**src/sv/circular_angle_calibration_unit_macros.svh**
```systemverilog
// assertion macros for the angle calibration unit
`ifndef CIRCULAR_ANGLE_CALIBRATION_UNIT_MACROS_SVH
`define CIRCULAR_ANGLE_CALIBRATION_UNIT_MACROS_SVH

// same-cycle implication
`define CACAL_ASSERT_IMP(lbl, ante, cons) \
  lbl: assert property (@(posedge clk) disable iff (rst) (ante) |-> (cons)) \
    else $error("cacal check failed");

// next-cycle implication
`define CACAL_ASSERT_NXT(lbl, ante, cons) \
  lbl: assert property (@(posedge clk) disable iff (rst) (ante) |=> (cons)) \
    else $error("cacal check failed");

`endif

```
**src/sv/cacal_pkg.sv**
```systemverilog
// shared types and constants for the angle calibration unit
`timescale 1ns / 1ps
package cacal_pkg;
  localparam int ANGLE_BITS = 16;
  localparam int GAIN_FRAC  = 12;
  localparam int PROD_W     = 35;
  localparam int MAG_W      = 34;
  localparam int SCL_W      = 33;

  localparam logic [1:0] CMD_POINT = 2'd0;
  localparam logic [1:0] CMD_SET   = 2'd1;
  localparam logic [1:0] CMD_CONV  = 2'd2;

  typedef struct packed {
    logic busy;
    logic done;
  } div_stat_t;
endpackage

```
**src/sv/cacal_ram.sv**
```systemverilog
// generic single-port-write ram with registered read
`timescale 1ns / 1ps
module cacal_ram #(
  parameter int WIDTH = 32,
  parameter int DEPTH = 64
) (
  input  logic                     clk,
  input  logic                     we,
  input  logic [$clog2(DEPTH)-1:0] waddr,
  input  logic [WIDTH-1:0]         wdata,
  input  logic                     re,
  input  logic [$clog2(DEPTH)-1:0] raddr,
  output logic [WIDTH-1:0]         rdata
);
  logic [WIDTH-1:0] mem [DEPTH];

  always_ff @(posedge clk) begin
    if (we) begin
      mem[waddr] <= wdata;
    end
    if (re) begin
      rdata <= mem[raddr];
    end
  end
endmodule

```
**src/sv/cacal_div.sv**
```systemverilog
// restoring serial divider, one quotient bit per cycle
`timescale 1ns / 1ps
module cacal_div (
  input  logic                     clk,
  input  logic                     rst,
  input  logic                     start,
  input  logic [cacal_pkg::MAG_W-1:0] dividend,
  input  logic [15:0]              divisor,
  output logic [cacal_pkg::MAG_W-1:0] quotient,
  output cacal_pkg::div_stat_t     stat
);
  import cacal_pkg::*;

  localparam int CNT_W = $clog2(MAG_W + 1);

  logic [15:0]      rem;
  logic [15:0]      dsr;
  logic [CNT_W-1:0] cnt;
  logic [16:0]      trial;

  assign trial = {rem, quotient[MAG_W-1]};

  always_ff @(posedge clk) begin
    if (rst) begin
      stat <= '0;
      cnt  <= '0;
    end else begin
      stat.done <= 1'b0;
      if (start) begin
        stat.busy <= 1'b1;
        cnt       <= CNT_W'(MAG_W);
        quotient  <= dividend;
        dsr       <= divisor;
        rem       <= '0;
      end else if (stat.busy) begin
        if (trial >= {1'b0, dsr}) begin
          rem      <= 16'(trial - {1'b0, dsr});
          quotient <= {quotient[MAG_W-2:0], 1'b1};
        end else begin
          rem      <= trial[15:0];
          quotient <= {quotient[MAG_W-2:0], 1'b0};
        end
        cnt <= cnt - 1'b1;
        if (cnt == CNT_W'(1)) begin
          stat.busy <= 1'b0;
          stat.done <= 1'b1;
        end
      end
    end
  end
endmodule

```
**src/sv/circular_angle_calibration_unit.sv**
```systemverilog
// top level: per-sensor circular piecewise linear angle calibration
//
//  channel  dir  contents
//  s_*      in   tuser command; tdata sensor, slot, raw, true, count, zero, scale
//  m_*      out  tdata sensor, table angle, final angle
//
// one word at a time; point and settings words are handled without leaving idle
// a convert fetches points and tests segments in turn, then multiplies, divides and scales
// the divide is a restoring serial unit, one quotient bit per cycle
// synchronous reset clears counts, zero offsets and sets unity gain
// a finished result waits in the output register; input stalls only while busy
`timescale 1ns / 1ps
`include "circular_angle_calibration_unit_macros.svh"
module circular_angle_calibration_unit #(
  parameter int NUM_SENSORS = 4,
  parameter int MAX_POINTS  = 16
) (
  input  logic        clk,
  input  logic        rst,
  input  logic        s_tvalid,
  output logic        s_tready,
  input  logic [79:0] s_tdata,  // sensor, point_index, raw_angle, physical_angle,
                                // point_count, zero_offset, scale, zero pad
  input  logic [1:0]  s_tuser,  // command
  output logic        m_tvalid,
  input  logic        m_tready,
  output logic [39:0] m_tdata   // out_sensor, table_angle, final_angle, zero pad
);
  import cacal_pkg::*;

  localparam int DEPTH = NUM_SENSORS * MAX_POINTS;
  localparam int AW    = $clog2(DEPTH);
  localparam int SW    = (NUM_SENSORS > 1) ? $clog2(NUM_SENSORS) : 1;
  localparam int CW    = $clog2(MAX_POINTS + 1);

  localparam logic [3:0] ST_IDLE  = 4'd0;
  localparam logic [3:0] ST_FETCH = 4'd1;
  localparam logic [3:0] ST_LOAD  = 4'd2;
  localparam logic [3:0] ST_SEG   = 4'd3;
  localparam logic [3:0] ST_MUL   = 4'd4;
  localparam logic [3:0] ST_DSTRT = 4'd5;
  localparam logic [3:0] ST_DIV   = 4'd6;
  localparam logic [3:0] ST_SCALE = 4'd7;
  localparam logic [3:0] ST_FIN   = 4'd8;

  logic [1:0]  in_cmd, in_sensor;
  logic [3:0]  in_slot;
  logic [15:0] in_raw, in_phys, in_zero, in_scale;
  logic [4:0]  in_count;

  assign in_cmd    = s_tuser;
  assign in_sensor = s_tdata[1:0];
  assign in_slot   = s_tdata[5:2];
  assign in_raw    = s_tdata[21:6];
  assign in_phys   = s_tdata[37:22];
  assign in_count  = s_tdata[42:38];
  assign in_zero   = s_tdata[58:43];
  assign in_scale  = s_tdata[74:59];

  logic [CW-1:0]   cnt_tab  [NUM_SENSORS];
  logic [15:0]     zero_tab [NUM_SENSORS];
  logic [15:0]     gain_tab [NUM_SENSORS];

  logic [3:0]      state;
  logic [SW-1:0]   sen;
  logic [15:0]     raw;
  logic [CW-1:0]   n;
  logic [CW-1:0]   seg;
  logic            ld_first;
  logic [AW-1:0]   rd_addr;
  logic [15:0]     r0, p0, fr, fp, cr, cp;
  logic [15:0]     dd, dr;
  logic signed [17:0]       dp;
  logic signed [PROD_W-1:0] prod;
  logic            pneg;
  logic [15:0]     tbl;
  logic signed [SCL_W-1:0]  prod2;
  logic [15:0]     o_tbl, o_fin;
  logic [SW-1:0]   o_sen;

  logic            accept, in_ok;
  logic [SW-1:0]   in_sidx;
  logic            ram_we, ram_re;
  logic [AW-1:0]   ram_waddr;
  logic [31:0]     ram_rdata;

  logic [15:0]     seg_dr, seg_d, seg_diff;
  logic signed [17:0] seg_diffs, seg_dp;
  logic            seg_match;
  logic [CW:0]     seg_p1, seg_p2;
  logic [AW-1:0]   seg_addr;

  logic            div_start;
  logic [MAG_W-1:0] div_q;
  div_stat_t       div_stat;
  logic [MAG_W-1:0] qs;

  logic signed [16:0]      dz;
  logic signed [SCL_W-1:0] rnd;
  logic [15:0]             fin;
  logic                    out_free;

  assign s_tready = (state == ST_IDLE);
  assign accept   = s_tvalid && s_tready;
  assign in_sidx  = SW'(in_sensor);
  assign in_ok    = (32'(in_sensor) < NUM_SENSORS);

  assign ram_we    = accept && in_ok && (in_cmd == CMD_POINT) && (32'(in_slot) < MAX_POINTS);
  assign ram_waddr = AW'(int'(in_sidx) * MAX_POINTS + int'(in_slot));
  assign ram_re    = (state == ST_FETCH);

  cacal_ram #(.WIDTH(32), .DEPTH(DEPTH)) u_ram (
    .clk   (clk),
    .we    (ram_we),
    .waddr (ram_waddr),
    .wdata ({in_raw, in_phys}),
    .re    (ram_re),
    .raddr (rd_addr),
    .rdata (ram_rdata)
  );

  assign div_start = (state == ST_DSTRT);

  cacal_div u_div (
    .clk      (clk),
    .rst      (rst),
    .start    (div_start),
    .dividend (pneg ? MAG_W'(-prod) : MAG_W'(prod)),
    .divisor  (dr),
    .quotient (div_q),
    .stat     (div_stat)
  );

  // segment test between point (r0,p0) and point (cr,cp)
  assign seg_dr    = cr - r0;
  assign seg_d     = raw - r0;
  assign seg_match = (seg_d <= seg_dr) || (n == CW'(2));
  assign seg_diff  = cp - p0 - seg_dr;
  assign seg_diffs = (seg_diff > 16'h8000) ? 18'sd0 + $signed({2'b0, seg_diff}) - 18'sd65536
                                           : $signed({2'b0, seg_diff});
  assign seg_dp    = $signed({2'b0, seg_dr}) + seg_diffs;
  assign seg_p1    = {1'b0, seg} + 1'b1;
  assign seg_p2    = {1'b0, seg} + 2'd2;
  assign seg_addr  = AW'(int'(sen) * MAX_POINTS + int'(seg_p2));

  assign qs   = pneg ? (~div_q + 1'b1) : div_q;
  assign dz   = $signed({1'b0, tbl}) - $signed({1'b0, zero_tab[sen]});
  assign rnd  = prod2 + (prod2[SCL_W-1] ? SCL_W'(4095) : SCL_W'(0));
  assign fin  = rnd[GAIN_FRAC+15:GAIN_FRAC];
  assign out_free = !m_tvalid || m_tready;

  always_ff @(posedge clk) begin
    if (rst) begin
      state    <= ST_IDLE;
      m_tvalid <= 1'b0;
      for (int i = 0; i < NUM_SENSORS; i++) begin
        cnt_tab[i]  <= '0;
        zero_tab[i] <= '0;
        gain_tab[i] <= 16'd4096;
      end
    end else begin
      if (m_tvalid && m_tready && !(state == ST_FIN && out_free)) begin
        m_tvalid <= 1'b0;
      end
      case (state)
        ST_IDLE: begin
          if (accept && in_ok) begin
            if (in_cmd == CMD_SET) begin
              cnt_tab[in_sidx]  <= (32'(in_count) > MAX_POINTS) ? CW'(MAX_POINTS)
                                                                : CW'(in_count);
              zero_tab[in_sidx] <= in_zero;
              gain_tab[in_sidx] <= in_scale;
            end else if (in_cmd == CMD_CONV) begin
              sen <= in_sidx;
              raw <= in_raw;
              n   <= cnt_tab[in_sidx];
              seg <= '0;
              if (cnt_tab[in_sidx] == '0) begin
                tbl   <= in_raw;
                state <= ST_SCALE;
              end else begin
                ld_first <= 1'b1;
                rd_addr  <= AW'(int'(in_sidx) * MAX_POINTS);
                state    <= ST_FETCH;
              end
            end
          end
        end
        ST_FETCH: begin
          state <= ST_LOAD;
        end
        ST_LOAD: begin
          if (ld_first) begin
            ld_first <= 1'b0;
            fr <= ram_rdata[31:16];
            fp <= ram_rdata[15:0];
            r0 <= ram_rdata[31:16];
            p0 <= ram_rdata[15:0];
            if (n == CW'(1)) begin
              tbl   <= raw - ram_rdata[31:16] + ram_rdata[15:0];
              state <= ST_SCALE;
            end else begin
              rd_addr <= AW'(int'(sen) * MAX_POINTS + 1);
              state   <= ST_FETCH;
            end
          end else begin
            cr    <= ram_rdata[31:16];
            cp    <= ram_rdata[15:0];
            state <= ST_SEG;
          end
        end
        ST_SEG: begin
          if (seg_match) begin
            if (seg_dr == '0) begin
              tbl   <= p0;
              state <= ST_SCALE;
            end else begin
              dd    <= seg_d;
              dr    <= seg_dr;
              dp    <= seg_dp;
              state <= ST_MUL;
            end
          end else begin
            r0 <= cr;
            p0 <= cp;
            if (seg_p1 >= {1'b0, n}) begin
              tbl   <= raw;
              state <= ST_SCALE;
            end else begin
              seg <= seg_p1[CW-1:0];
              if (seg_p2 == {1'b0, n}) begin
                cr <= fr;
                cp <= fp;
              end else begin
                rd_addr <= seg_addr;
                state   <= ST_FETCH;
              end
            end
          end
        end
        ST_MUL: begin
          prod  <= PROD_W'($signed({2'b0, dd}) * dp);
          pneg  <= dp[17];
          state <= ST_DSTRT;
        end
        ST_DSTRT: begin
          state <= ST_DIV;
        end
        ST_DIV: begin
          if (div_stat.done) begin
            tbl   <= p0 + qs[15:0];
            state <= ST_SCALE;
          end
        end
        ST_SCALE: begin
          prod2 <= SCL_W'(dz * $signed(gain_tab[sen]));
          state <= ST_FIN;
        end
        ST_FIN: begin
          if (out_free) begin
            o_sen    <= sen;
            o_tbl    <= tbl;
            o_fin    <= fin;
            m_tvalid <= 1'b1;
            state    <= ST_IDLE;
          end
        end
        default: begin
          state <= ST_IDLE;
        end
      endcase
    end
  end

  assign m_tdata = {6'b0, o_fin, o_tbl, 2'(o_sen)};

  `CACAL_ASSERT_IMP(a_div_in_state, div_stat.busy, (state == ST_DIV))
  `CACAL_ASSERT_IMP(a_ram_no_clash, ram_re, !ram_we)
  `CACAL_ASSERT_IMP(a_seg_in_range, (state == ST_SEG), (seg < n))
  `CACAL_ASSERT_IMP(a_result_src, $rose(m_tvalid), ($past(state) == ST_FIN))
endmodule
```
**config.mk**
```make
export PLATFORM = sky130hd
export DESIGN_NAME = circular_angle_calibration_unit
export DESIGN_NICKNAME = d
export VERILOG_FILES = /design/src/sv/cacal_pkg.sv /design/src/sv/cacal_ram.sv /design/src/sv/cacal_div.sv /design/src/sv/circular_angle_calibration_unit.sv
export VERILOG_INCLUDE_DIRS = /design/src /design/src/sv
export SDC_FILE = /design/constraint.sdc
export NUM_CORES = 2
export LEC_CHECK = 0
export BUFFER_PORTS_ARGS = -buffer_cell sky130_fd_sc_hd__buf_4
export CAP_MARGIN = 10
export CORE_ASPECT_RATIO = 2
export CORE_MARGIN = 2
export CORE_UTILIZATION = 35
export CTS_CLUSTER_DIAMETER = 200
export DETAILED_ROUTE_END_ITERATION = 7
export HOLD_SLACK_MARGIN = 0.1
export PLACE_DENSITY = 0.59
export SLEW_MARGIN = 20
export SYNTH_ARGS = -nofsm -noshare
export SYNTH_HDL_FRONTEND = slang
export SYNTH_SLANG_ARGS = --single-unit
```
**constraint.sdc**
```tcl
create_clock -name clk -period 15.25 [get_ports clk]
set_clock_uncertainty 0.2 [all_clocks]
set_input_delay 0 -clock clk [delete_from_list [all_inputs] [get_ports clk]]
set_output_delay 0 -clock clk [all_outputs]
set_load 0.05 [all_outputs]
```
==> impl_metrics.csv <==
group,metric,value,unit
worst_hold_path,min_delay_path_depth,2,
worst_setup_path,r2r_cells,32,
routing,routed_via_density,5.26,
sta,min_period,11.17,ns
routing,ant_nets,0,
global_routing,grt_antenna_before_repair,23,
place,hpwlAfterDp,242000,um
clock_network,cts_tree,"built",
yosys,synth_warnings,0,
clock_network,cts-resized-gates,0,
worst_setup_path,worst-r2r-setup-slack,4.08,ns
place,gp_congestion,0.924,
floorplanning,die-height,859,um
worst_setup_path,crit_path_max_fanout,40,
clock_network,clk_latency,0.93,ns
worst_setup_path,worst_path_max_delay_cell,"dfxtp_2",
final_layout,area_growth_syn_to_layout,13.3,%
floorplanning,num_io_pins,128,
yosys,synth-edff-count,2589,
worst_setup_path,critPathKind,"register to register",
worst_hold_path,hold_end,"raw[5]",
floorplanning,die_area,0.371,mm2
yosys,avgSynthCellArea,16.3,um2
yosys,synth_seq_area_share,0.610,
floorplanning,die_w,432,um
yosys,synth_cell_types,79,
worst_setup_path,reg2reg_to,"prod2[32]",
floorplanning,initial_utilization,0.351,
yosys,async_flop_share,0,
worst_setup_path,cpPeakStageDelay,1.04,ns
yosys,netlist_instances,7865,
global_routing,overflow,0,
global_routing,globalRouteTotalUtil,0.191,
worst_setup_path,required,15.66,ns
sta,finalSetupTns,0,ns
sta,drv_slew,0,
worst_setup_path,cp-start-kind,"register",
routing,dr_total_vias,69419,
routing,drcViolationCount,0,
routing,detail_route.iter0.violations,4890,
worst_hold_path,hp-start,"s_tdata[11]",
sta,max_freq,89.5,MHz
clock_network,root_buffer,"clkbuf_16",
place,io_buffers,116,
sta,final.period_utilization,0.733,
yosys,ys_seq_elements,2604,
yosys,synth_flop_cell,"edfxtp_1",
routing,wirelength,357000,um
sta,final-setup-viol-count,0,
global_routing,grt_pass1_vias,75394,
clock_network,path_clk_slew,0.07,ns
outcome,outcome,"completed",
final_layout,fin_nets,9299,
clock_network,cts_buffers,222,
yosys,netlist_area,0.128,mm2
run,max_cap_viol_count,0,
floorplanning,std_cell_rows,314,
sta,finalHoldViolCount,0,
sta,max-slew-margin-rel,0.236,
worst_hold_path,hp-class,"input pin to register",
worst_setup_path,arrival,11.59,ns
clock_network,clockBufferDepth,4,
clock_network,cts_sinks,2604,
worst_setup_path,critical_path.most_common_cell,"fa_1",
global_routing,grt_pass1_wl,516000,um
clock_network,htree_num_levels,4,
final_layout,final_layout_size_suffix_gt1_frac,0.174,
routing,drt_pass1_iterations,5,
sta,worst_pin_slew,1.15,ns
floorplanning,core,0.365,mm2
sta,rsz0062_at_grt,"false",
routing,post_drt_wl_per_cell,27.0,um
worst_setup_path,endpoint_kind,"register",
global_routing,grt_max_degree,134,
repair_timing:
item                                   in CTS  in global routing
endpoints found under the hold margin    3071                  0
buffers inserted                            0                  0
hold buffers                              200                  0
worst max-delay path, delay by kind of cell (launching register included):
kind / cells / cell delay, ns
flip-flops: 1 / 1.04
buffers and inverters: 6 / 0.72
XOR/XNOR: 2 / 0.89
AO/OA/AOI/OAI: 12 / 3.37
adder cells (fa/ha/maj): 8 / 3.69
multiplexers: 1 / 0.54
AND/OR/NAND/NOR: 3 / 0.40
cell type report:
class	instances	area, um2
Inverter	874	3280
Timing Repair Buffer	485	4560
Fill cell	32907	220000
Clock inverter	136	1280
Multi-Input combinational cell	4092	46200
Sequential cell	2604	78000
Clock buffer	263	5770
Antenna cell	11	27.5
Tap cell	4740	5930
synthesized netlist by cell type, types with 47 or more instances:
master / number / area share
and2_1: 167 / 0.0082
buf_1: 64 / 0.0019
nor3_1: 61 / 0.0024
clkbuf_1: 221 / 0.0065
nor2_1: 386 / 0.011
mux4_2: 692 / 0.12
nand2_1: 640 / 0.019
fa_1: 600 / 0.094
a21oi_1: 148 / 0.0058
mux2i_1: 47 / 0.0037
nand3_1: 54 / 0.0021
inv_1: 873 / 0.026
ha_1: 334 / 0.033
o21ai_0: 155 / 0.0061
and3_1: 67 / 0.0033
edfxtp_1: 2589 / 0.61
xnor2_1: 158 / 0.011
a21o_1: 47 / 0.0028
xor2_1: 99 / 0.0068
stage by stage:
stage	cells	hold slack (ns)	worst slack (ns)	util	area [um2]
floorplan	7870	-0.101	5.39	-	128000
global placement	12595	0.0906	3.38	0.372	136000
detailed placement	12595	0.0921	4.17	0.372	136000
CTS	13194	0.104	4.13	0.398	145000
global route	13196	0.173	3.51	0.398	145000
finish	13205	0.175	4.08	0.398	145000
metal layers:
metal | routed length (um) | share of wire | vias up | track usage
met4 | 23400 | 0.066 | 8 | 0.108
met2 | 203000 | 0.57 | 2021 | 0.376
met5 | 49 | 0.00014 | - | 0
met1 | 117000 | 0.33 | 36853 | 0.195
met3 | 13000 | 0.037 | 774 | 0.0180
li1 | - | - | 29763 | -
layout by cell type (no fill, tap or decap), types with 42 or more instances in the layout:
cell,Yosys,final
o21ai_0,155,154
nand3_1,54,53
nand2b_1,46,43
fa_1,600,600
and3_1,67,67
mux2i_1,47,47
inv_1,873,872
nor2b_1,42,42
dlygate4sd3_1,0,174
ha_1,334,334
nor3_1,61,53
nand2_1,640,640
xor2_1,99,97
edfxtp_1,2589,2589
clkbuf_16,0,223
mux4_2,692,692
buf_4,6,280
nor2_1,386,318
and2_1,167,167
nor2_4,0,67
a21o_1,47,47
clkinv_1,1,52
xnor2_1,158,157
a21oi_1,148,148
sequential cells by signal, summed over array words and instances, names as in the netlist, 18 cells and up, named ones only:
signal,cells
cnt_tab,20
dp,18
gain_tab,64
prod,34
prod2,29
u_div.quotient,34
u_ram.mem,2048
u_ram.rdata,32
zero_tab,64
logic make-up (layout without fill, tap and decap cells):
family          count (synthesis)  after routing  share of synthesized area
other cells                     1             17                  0.0000293
simple gates                 1561           1561                     0.0560
buf+inv                      1174           1758                     0.0347
xor+xnor                      257            257                     0.0176
fa+ha+maj                     934            934                      0.126
mux                           760            760                      0.127
flops                        2604           2604                      0.610
compound gates                574            574                     0.0284
worst max-delay path by stage:
| stage | end | start | slack, ns | cells past startpoint |
|---|---|---|---|---|
| floorplan | prod2[27] | register | 5.39 | 35 |
| global placement | prod2[27] | register | 3.38 | 32 |
| detailed placement | prod2[32] | register | 4.17 | 33 |
| CTS | prod2[32] | register | 4.13 | 33 |
| global route | prod2[32] | register | 3.51 | 32 |
| finish | prod2[32] | register | 4.08 | 32 |
Power is left out: the tool's default activity adds up to more than one toggle a clock period on the data nets, which glitch-free logic cannot reach.
